==> config.mk <==
export PLATFORM = sky130hd
export DESIGN_NAME = bcse_ctrl
export DESIGN_NICKNAME = d
export VERILOG_FILES = /design/src/bcse_pkg.sv /design/src/bcse_ctrl.sv
export VERILOG_INCLUDE_DIRS = /design/src /design/src/src
export SDC_FILE = /design/constraint.sdc
export NUM_CORES = 1
export LEC_CHECK = 0
export CORE_UTILIZATION = 65
export DETAILED_ROUTE_END_ITERATION = 10
export DONT_BUFFER_PORTS = 1
export PLACE_DENSITY = 0.92
export SKIP_CTS_REPAIR_TIMING = 1
export SLEW_MARGIN = 20
export SYNTH_ARGS = -nofsm -noshare
export SYNTH_HDL_FRONTEND = slang
export SYNTH_SLANG_ARGS = --single-unit
==> constraint.sdc <==
create_clock -name clk_i -period 6.2 [get_ports clk_i]
set_input_delay 0.93 -clock clk_i [delete_from_list [all_inputs] [get_ports clk_i]]
set_output_delay 0.93 -clock clk_i [all_outputs]
set_load 0.01 [all_outputs]
==> src/buffer_chunk_swap_engine_top_defines.svh <==
// Assertion macros for the buffer chunk swap engine RTL.
`ifndef BUFFER_CHUNK_SWAP_ENGINE_TOP_DEFINES_SVH
`define BUFFER_CHUNK_SWAP_ENGINE_TOP_DEFINES_SVH

`ifndef SYNTHESIS
`define BCSE_ASSERT_IMP(lbl, ante, cons) \
  lbl: assert property (@(posedge clk_i) disable iff (!rst_ni) (ante) |-> (cons)) \
    else $error("bcse check failed");
`define BCSE_ASSERT_NXT(lbl, ante, cons) \
  lbl: assert property (@(posedge clk_i) disable iff (!rst_ni) (ante) |=> (cons)) \
    else $error("bcse check failed");
`else
`define BCSE_ASSERT_IMP(lbl, ante, cons)
`define BCSE_ASSERT_NXT(lbl, ante, cons)
`endif

`endif

==> src/bcse_pkg.sv <==
// Types, codes and constants of the buffer chunk swap engine.
package bcse_pkg;

  localparam int unsigned DEPTH_DEF        = 4096;
  localparam int unsigned MAX_CHANNELS_DEF = 8;

  localparam int unsigned CMD_W    = 2;
  localparam int unsigned ADDR_W   = 12;
  localparam int unsigned WORD_W   = 32;
  localparam int unsigned STATUS_W = 3;
  localparam int unsigned CH_W     = 4;
  localparam int unsigned FRAMES_W = 13;
  localparam int unsigned START_W  = 13;
  localparam int unsigned LEN_W    = 14;
  localparam int unsigned CFG_IDX_W  = 3;
  localparam int unsigned CFG_DATA_W = 14;
  localparam int unsigned IN_TDATA_W  = 48;
  localparam int unsigned OUT_TDATA_W = 40;
  // signed frame arithmetic: holds start + count with room for the sign
  localparam int unsigned FA_W = 16;
  localparam int unsigned PROD_W = CH_W + FRAMES_W;

  typedef enum logic [CMD_W-1:0] {
    CMD_LOAD = 2'd0,
    CMD_SWAP = 2'd1,
    CMD_READ = 2'd2
  } cmd_e;

  typedef enum logic [STATUS_W-1:0] {
    STAT_OK        = 3'd0,
    STAT_SRC_START = 3'd1,
    STAT_SRC_END   = 3'd2,
    STAT_DST_START = 3'd3,
    STAT_DST_END   = 3'd4,
    STAT_BAD       = 3'd5
  } status_e;

  typedef enum logic [CFG_IDX_W-1:0] {
    CFG_CHANNEL_COUNT = 3'd0,
    CFG_FRAME_COUNT   = 3'd1,
    CFG_SOURCE_START  = 3'd2,
    CFG_DEST_START    = 3'd3,
    CFG_SWAP_LENGTH   = 3'd4
  } cfg_idx_e;

  typedef enum logic [2:0] {
    S_IDLE,
    S_RD_WAIT,
    S_GEOM,
    S_RANGE,
    S_SWAP_RD,
    S_SWAP_WR_D,
    S_SWAP_WR_S,
    S_RESULT
  } state_e;

  typedef struct packed {
    logic [CH_W-1:0]            channel_count;
    logic [FRAMES_W-1:0]        frame_count;
    logic signed [START_W-1:0]  source_start;
    logic signed [START_W-1:0]  dest_start;
    logic signed [LEN_W-1:0]    swap_length;
  } cfg_t;

  typedef struct packed {
    logic [WORD_W-1:0] read_word;
    status_e           status;
  } res_t;

endpackage

==> src/bcse_ctrl.sv <==
// Command sequencer: word access, swap checks and the read-swap-write walk.
`include "buffer_chunk_swap_engine_top_defines.svh"

module bcse_ctrl #(
  parameter int unsigned DEPTH        = bcse_pkg::DEPTH_DEF,
  parameter int unsigned MAX_CHANNELS = bcse_pkg::MAX_CHANNELS_DEF,
  localparam int unsigned AW = $clog2(DEPTH)
) (
  input  logic                          clk_i,
  input  logic                          rst_ni,
  input  bcse_pkg::cfg_t                cfg_i,
  input  logic                          in_valid_i,
  output logic                          in_ready_o,
  input  logic [bcse_pkg::CMD_W-1:0]    in_cmd_i,
  input  logic [bcse_pkg::ADDR_W-1:0]   in_addr_i,
  input  logic [bcse_pkg::WORD_W-1:0]   in_word_i,
  output logic                          res_valid_o,
  input  logic                          res_ready_i,
  output bcse_pkg::res_t                res_o,
  output logic                          mem_we_o,
  output logic [AW-1:0]                 mem_waddr_o,
  output logic [bcse_pkg::WORD_W-1:0]   mem_wdata_o,
  output logic [AW-1:0]                 mem_raddr_a_o,
  output logic [AW-1:0]                 mem_raddr_b_o,
  input  logic [bcse_pkg::WORD_W-1:0]   mem_rdata_a_i,
  input  logic [bcse_pkg::WORD_W-1:0]   mem_rdata_b_i
);

  localparam int unsigned FA_W = bcse_pkg::FA_W;

  function automatic logic out_of_range(input logic signed [FA_W-1:0] f,
                                        input logic signed [FA_W-1:0] lim);
    return (f < 0) || (f >= lim);
  endfunction

  bcse_pkg::state_e state_q, state_d;

  logic [AW-1:0]                 rd_addr_q, rd_addr_d;
  bcse_pkg::status_e             res_status_q, res_status_d;
  logic signed [FA_W-1:0]        src_q, src_d, src_stop_q, src_stop_d;
  logic signed [FA_W-1:0]        dst_q, dst_d, dst_stop_q, dst_stop_d;
  logic                          neg_q, neg_d;
  logic [bcse_pkg::LEN_W-1:0]    mag_q, mag_d;
  logic [bcse_pkg::LEN_W-1:0]    left_q, left_d;
  logic [bcse_pkg::CH_W-1:0]     chan_q, chan_d;
  logic [AW-1:0]                 sa_q, sa_d, da_q, da_d;
  logic [bcse_pkg::WORD_W-1:0]   tmp_q, tmp_d;

  logic                          accept, addr_ok;
  logic [bcse_pkg::PROD_W-1:0]   prod, sa_init, da_init;
  logic                          geom_bad;
  logic signed [FA_W-1:0]        frames_s, dst_eff, cnt_eff, mag_eff;
  logic [bcse_pkg::FRAMES_W-2:0] half;
  bcse_pkg::status_e             chk_status;
  logic                          last_chan, last_pair;
  logic [AW-1:0]                 back_step;

  assign accept  = in_valid_i && in_ready_o;
  assign addr_ok = 32'(in_addr_i) < DEPTH;

  // geometry and defaults
  assign prod     = bcse_pkg::PROD_W'(cfg_i.channel_count) *
                    bcse_pkg::PROD_W'(cfg_i.frame_count);
  assign geom_bad = (cfg_i.channel_count == '0) ||
                    (32'(cfg_i.channel_count) > MAX_CHANNELS) ||
                    (cfg_i.frame_count == '0) || (32'(prod) > DEPTH);
  assign frames_s = $signed(FA_W'(cfg_i.frame_count));
  assign half     = cfg_i.frame_count[bcse_pkg::FRAMES_W-1:1];
  assign dst_eff  = (cfg_i.dest_start == -13'sd1) ? frames_s - 16'sd1
                                                  : FA_W'(cfg_i.dest_start);
  assign cnt_eff  = (cfg_i.swap_length == '0) ? -$signed({4'd0, half})
                                              : FA_W'(cfg_i.swap_length);
  assign mag_eff  = cnt_eff[FA_W-1] ? -cnt_eff : cnt_eff;

  always_comb begin
    if (out_of_range(src_q, frames_s)) begin
      chk_status = bcse_pkg::STAT_SRC_START;
    end else if (out_of_range(src_stop_q, frames_s)) begin
      chk_status = bcse_pkg::STAT_SRC_END;
    end else if (out_of_range(dst_q, frames_s)) begin
      chk_status = bcse_pkg::STAT_DST_START;
    end else if (out_of_range(dst_stop_q, frames_s)) begin
      chk_status = bcse_pkg::STAT_DST_END;
    end else begin
      chk_status = bcse_pkg::STAT_OK;
    end
  end

  // start words of the first frame pair; only used once both ranges passed
  assign sa_init = bcse_pkg::PROD_W'(src_q[bcse_pkg::FRAMES_W-1:0]) *
                   bcse_pkg::PROD_W'(cfg_i.channel_count);
  assign da_init = bcse_pkg::PROD_W'(dst_q[bcse_pkg::FRAMES_W-1:0]) *
                   bcse_pkg::PROD_W'(cfg_i.channel_count);

  assign last_chan = chan_q == (cfg_i.channel_count - 4'd1);
  assign last_pair = last_chan && (left_q == bcse_pkg::LEN_W'(1));
  // backward walk: from the last channel of a frame to channel 0 of the one before
  assign back_step = AW'({cfg_i.channel_count, 1'b0}) - AW'(1);

  // next state
  always_comb begin
    state_d = state_q;
    unique case (state_q)
      bcse_pkg::S_IDLE: begin
        if (accept) begin
          case (in_cmd_i)
            bcse_pkg::CMD_SWAP: state_d = bcse_pkg::S_GEOM;
            bcse_pkg::CMD_READ: state_d = addr_ok ? bcse_pkg::S_RD_WAIT : bcse_pkg::S_IDLE;
            default:            state_d = bcse_pkg::S_IDLE;
          endcase
        end
      end
      bcse_pkg::S_RD_WAIT: if (res_ready_i) state_d = bcse_pkg::S_IDLE;
      bcse_pkg::S_GEOM:    state_d = geom_bad ? bcse_pkg::S_RESULT : bcse_pkg::S_RANGE;
      bcse_pkg::S_RANGE: begin
        state_d = (chk_status == bcse_pkg::STAT_OK) ? bcse_pkg::S_SWAP_RD
                                                    : bcse_pkg::S_RESULT;
      end
      bcse_pkg::S_SWAP_RD:   state_d = bcse_pkg::S_SWAP_WR_D;
      bcse_pkg::S_SWAP_WR_D: state_d = bcse_pkg::S_SWAP_WR_S;
      bcse_pkg::S_SWAP_WR_S: state_d = last_pair ? bcse_pkg::S_RESULT : bcse_pkg::S_SWAP_RD;
      bcse_pkg::S_RESULT:    if (res_ready_i) state_d = bcse_pkg::S_IDLE;
      default:               state_d = bcse_pkg::S_IDLE;
    endcase
  end

  // outputs
  always_comb begin
    in_ready_o      = 1'b0;
    res_valid_o     = 1'b0;
    res_o.read_word = '0;
    res_o.status    = bcse_pkg::STAT_OK;
    mem_we_o        = 1'b0;
    mem_waddr_o     = da_q;
    mem_wdata_o     = mem_rdata_b_i;
    mem_raddr_a_o   = da_q;
    mem_raddr_b_o   = sa_q;
    unique case (state_q)
      bcse_pkg::S_IDLE: begin
        in_ready_o    = res_ready_i;
        mem_raddr_a_o = AW'(in_addr_i);
        mem_waddr_o   = AW'(in_addr_i);
        mem_wdata_o   = in_word_i;
        mem_we_o      = accept && (in_cmd_i == bcse_pkg::CMD_LOAD) && addr_ok;
        res_valid_o   = accept && (in_cmd_i != bcse_pkg::CMD_SWAP) &&
                        !((in_cmd_i == bcse_pkg::CMD_READ) && addr_ok);
        res_o.status  = ((in_cmd_i == bcse_pkg::CMD_LOAD) && addr_ok) ?
                        bcse_pkg::STAT_OK : bcse_pkg::STAT_BAD;
      end
      bcse_pkg::S_RD_WAIT: begin
        mem_raddr_a_o   = rd_addr_q;
        res_valid_o     = 1'b1;
        res_o.read_word = mem_rdata_a_i;
      end
      bcse_pkg::S_SWAP_WR_D: begin
        mem_we_o    = 1'b1;
        mem_waddr_o = da_q;
        mem_wdata_o = mem_rdata_b_i;
      end
      bcse_pkg::S_SWAP_WR_S: begin
        mem_we_o    = 1'b1;
        mem_waddr_o = sa_q;
        mem_wdata_o = tmp_q;
      end
      bcse_pkg::S_RESULT: begin
        res_valid_o  = 1'b1;
        res_o.status = res_status_q;
      end
      default: ;
    endcase
  end

  // datapath
  always_comb begin
    rd_addr_d    = rd_addr_q;
    res_status_d = res_status_q;
    src_d        = src_q;
    src_stop_d   = src_stop_q;
    dst_d        = dst_q;
    dst_stop_d   = dst_stop_q;
    neg_d        = neg_q;
    mag_d        = mag_q;
    left_d       = left_q;
    chan_d       = chan_q;
    sa_d         = sa_q;
    da_d         = da_q;
    tmp_d        = tmp_q;
    case (state_q)
      bcse_pkg::S_IDLE: rd_addr_d = AW'(in_addr_i);
      bcse_pkg::S_GEOM: begin
        res_status_d = bcse_pkg::STAT_BAD;
        src_d        = FA_W'(cfg_i.source_start);
        dst_d        = dst_eff;
        neg_d        = cnt_eff[FA_W-1];
        mag_d        = mag_eff[bcse_pkg::LEN_W-1:0];
        src_stop_d   = FA_W'(cfg_i.source_start) + mag_eff - 16'sd1;
        dst_stop_d   = cnt_eff[FA_W-1] ? dst_eff + cnt_eff + 16'sd1
                                       : dst_eff + cnt_eff - 16'sd1;
      end
      bcse_pkg::S_RANGE: begin
        res_status_d = chk_status;
        sa_d         = AW'(sa_init);
        da_d         = AW'(da_init);
        chan_d       = '0;
        left_d       = mag_q;
      end
      bcse_pkg::S_SWAP_WR_D: tmp_d = mem_rdata_a_i;
      bcse_pkg::S_SWAP_WR_S: begin
        res_status_d = bcse_pkg::STAT_OK;
        sa_d         = sa_q + AW'(1);
        if (last_chan) begin
          chan_d = '0;
          left_d = left_q - bcse_pkg::LEN_W'(1);
          da_d   = neg_q ? da_q - back_step : da_q + AW'(1);
        end else begin
          chan_d = chan_q + 4'd1;
          da_d   = da_q + AW'(1);
        end
      end
      default: ;
    endcase
  end

  always_ff @(posedge clk_i or negedge rst_ni) begin
    if (!rst_ni) begin
      state_q <= bcse_pkg::S_IDLE;
    end else begin
      state_q <= state_d;
    end
  end

  always_ff @(posedge clk_i) begin
    rd_addr_q    <= rd_addr_d;
    res_status_q <= res_status_d;
    src_q        <= src_d;
    src_stop_q   <= src_stop_d;
    dst_q        <= dst_d;
    dst_stop_q   <= dst_stop_d;
    neg_q        <= neg_d;
    mag_q        <= mag_d;
    left_q       <= left_d;
    chan_q       <= chan_d;
    sa_q         <= sa_d;
    da_q         <= da_d;
    tmp_q        <= tmp_d;
  end

  `BCSE_ASSERT_IMP(a_we_in_write_state, mem_we_o, (state_q == bcse_pkg::S_IDLE) || (state_q == bcse_pkg::S_SWAP_WR_D) || (state_q == bcse_pkg::S_SWAP_WR_S))
  `BCSE_ASSERT_NXT(a_swap_goes_to_check, accept && (in_cmd_i == bcse_pkg::CMD_SWAP), state_q == bcse_pkg::S_GEOM)
  `BCSE_ASSERT_IMP(a_chan_in_frame, (state_q == bcse_pkg::S_SWAP_RD) || (state_q == bcse_pkg::S_SWAP_WR_D) || (state_q == bcse_pkg::S_SWAP_WR_S), chan_q < cfg_i.channel_count)
  `BCSE_ASSERT_IMP(a_walk_ends_ok, (state_q == bcse_pkg::S_RESULT) && ($past(state_q) == bcse_pkg::S_SWAP_WR_S), res_o.status == bcse_pkg::STAT_OK)
  `BCSE_ASSERT_IMP(a_idle_result_fits, res_valid_o && (state_q == bcse_pkg::S_IDLE), res_ready_i)

endmodule
==> impl_metrics.csv <==
group,metric,value,unit
synth,ys_ff_latch,166,
global_route,overflow,0,
setup_path,max_stage_delay,0.70,ns
synth,synth_flop_cell,"edfxtp_1",
setup_path,reg2reg_slack,2.28,ns
drt,firstDrtPassIters,7,
sta,slew_viol_final,0,
final_layout,drive_above_1_share,0.0418,
global_route,grt_pass1_vias,13500,
synth,yosysTopAreaCell,"edfxtp_1",
synth,synth_cell_types,75,
die,io_pins,277,
sta,fmax,193,MHz
sta,worst_pin_slew,1.07,ns
global_route,use_met1,0.438,
die,die_x,160,um
clock_network,cts.sinks,166,
clock_network,cts-root-buf,"clkbuf_16",
sta,post-route-period-util,0.834,
final_layout,finalInstanceArea,17100,um2
clock_network,cts_max_level,4,
drt,wl,45800,um
clock_network,cts_buffer_depth,2,
placement,pre_cts_ws,0.708,ns
power,fin_total_pwr,5.81,mW
setup_path,crit_chain,"inv_1 > ha_1 > xnor2_1 > a21boi_0 > ha_1 > a21o_1 > a21oi_1 > o21bai_1 > a31o_2 > a211o_1 > a31oi_1 > o21bai_1 > xor2_1 > ha_1 > or3_1 > o21ai_0 > a31oi_1 > xnor2_1 > xnor2_1",
setup_path,criticalPathCategory,"primary input to flip-flop",
global_route,use_met3,0.0878,
die,dieArea,25700,um2
global_route,grt_max_degree,76,
global_route,grt_pass1_wl,70900,um
setup_path,endpoint_kind,"flip-flop",
placement,post_dp_cell_area,16500,um2
die,start_util,0.666,
clock_network,cts_made_buffers,17,
global_route,antenna_found_initial,2,
sta,final-hold-violation-count,0,
power,p_per_area,339,nW/um2
setup_path,worstReg2RegStart,"src_q[1]$_DFFE_PP_",
placement,portBuffers,0,
synth,syn-num-nets,2225,
final_layout,fin_cells,2119,
final_layout,final_util,0.700,
power,ir_drop,0.218,mV
setup_path,worstReg2RegEnd,"mem_raddr_b_o[10]$_DFFE_PP_",
sta,finalSetupViolCount,0,
setup_path,critPathSlowestCell,"a21boi_0",
setup_path,crit_start,"cfg_i[41]",
global_route,busiest_layer,"met2",
sta,rsz0062_at_grt,"false",
drt,dr_total_vias,13800,
sta,setup_tns,0,ns
setup_path,rr_worst_depth,13,
setup_path,worst-path-max-fanout,10,
placement,dp.cells,2087,
sta,slew_headroom,0.282,
synth,syn-cell-area,16300,um2
drt,routedWlPerCell,21.6,um
placement,place_congestion,0.997,
final_layout,most-common-layout-cells,"nand2_1 (248), inv_1 (192), ha_1 (174)",
drt,viasPerCell,6.52,
global_route,grt_util_met2,0.562,
final_layout,nets,2187,
setup_path,crit_required,6.40,ns
final_layout,syn2layout_area_growth,5.19,%
sta,hold_slack,0.166,ns
synth,synth_edf_count,163,
drt,drtIter0Drc,1610,
outcome,run_status,"finished, final reports clean",
die,core,24500,um2
clock_network,cts_tree,"yes",
synth,synthTopCellsByArea,"edfxtp_1 (30%), ha_1 (13%), fa_1 (7.4%), xnor2_1 (6.1%), nand2_1 (5.7%)",
placement,dp_hpwl,34500,um
die,rows,57,
synth,yosysTopAreaCellShare,0.301,
sta,fin_crit,5.17,ns
synth,synth_cells,1820,
worst_hold_path,worst_hold_path_type,"primary input to async pin",
final_layout,final_common_cell,"nand2_1",
setup_path,cp-endpoint,"dst_stop_q[15]$_DFFE_PP_",
clock_network,clk_pin_slew,0.07,ns
drt,drc,0,
sta,setup_slack,1.03,ns
setup_path,arrival,5.37,ns
final_layout,diodes,0,
synth,ys_seq_area_frac,0.305,
die,die_h,160,um
setup_path,startpoint_type,"primary input",
sta,fin_skew,0.00933,ns
synth,async_flop_share,0.0181,
drt,antenna_left,0,
flow_run,drv_cap,0,
global_route,grt_usage,0.354,
clock_network,insertion_delay,0.45,ns
synth,syn_area_per_cell,8.95,um2
power,p_leak,7.57,nW
synth,synth_warnings,0,
[how the worst min path moves through the flow]
stage | start | to | slack (ns) | depth (start not counted)
2_1_floorplan | mag_q[3]$_DFFE_PP_ | left_q[3]$_DFFE_PP_ | 0.48 | 2
3_3_place_gp | mag_q[3]$_DFFE_PP_ | left_q[3]$_DFFE_PP_ | 0.52 | 2
3_5_place_dp | mag_q[3]$_DFFE_PP_ | left_q[3]$_DFFE_PP_ | 0.53 | 2
4_1_cts | rst_ni | state_q[1]$_DFFE_PN0P_ | 0.16 | 0
5_1_grt | rst_ni | state_q[1]$_DFFE_PN0P_ | 0.15 | 0
6_report | rst_ni | state_q[1]$_DFFE_PN0P_ | 0.17 | 0
[layer usage]
metal	wire length (um)	share of wire
met2	20800	0.45
met3	4970	0.11
met5	26	0.00057
met1	17100	0.37
met4	2860	0.062
[registers in the layout, indices dropped and copies added, names as in the netlist, 12 cells and up]
name / cells
tmp_q: 32
left_q: 14
dst_stop_q: 16
rd_addr_q: 12
mag_q: 14
src_stop_q: 16
mem_raddr_b_o: 12
dst_q: 14
src_q: 13
da_q: 12
[synth_stat cells (6+ instances only)]
library cell / number
a31oi_1: 15
nand2b_1: 13
a21o_1: 37
nor4_1: 10
o21ai_1: 6
a21oi_1: 101
o31ai_1: 7
xor2_1: 30
buf_2: 8
a211oi_1: 15
nand3_1: 30
and2_1: 57
ha_1: 174
edfxtp_1: 163
nor2_1: 116
xnor2_1: 113
inv_1: 193
nor3_1: 26
or3_1: 11
or4_1: 6
nand4_1: 12
o21bai_1: 10
o21a_1: 11
fa_1: 60
o21ai_0: 75
a21boi_0: 15
nand2_1: 248
clkbuf_1: 51
nor2b_1: 14
mux2i_1: 15
o211ai_1: 6
a22oi_1: 46
and3_1: 47
[power breakdown]
part | switching [mW] | internal (mW)
logic | 1.69 | 1.01
clock network | 0.502 | 0.646
registers | 0.327 | 1.64
total | 2.52 | 3.29
[kinds of logic after synthesis]
family,Yosys count,share of synthesized area
and+or+nand+nor,616,0.183
AOI/OAI and AO/OA,387,0.157
buffers and inverters,259,0.0611
adders and majority gates,234,0.207
DFF,166,0.305
xor gates and xnor gates,143,0.0769
muxes,15,0.00922
[final cells by class]
class | instances | area [um2]
tap | 324 | 405
clock inverter | 14 | 190
fill | 1762 | 7330
sequential | 166 | 4970
inverter | 194 | 728
clock buffer | 18 | 429
timing repair buffer | 8 | 60.1
multi-input combinational | 1395 | 10300
[worst max-delay path, delay by kind of cell]
family	cells	cell delay, ns
XOR/XNOR	4	0.56
adder cells (fa/ha/maj)	3	0.94
buffers and inverters	1	0.26
AO/OA/AOI/OAI	10	2.30
AND/OR/NAND/NOR	1	0.38
No activity file was read; power rests on OpenSTA's default activity.
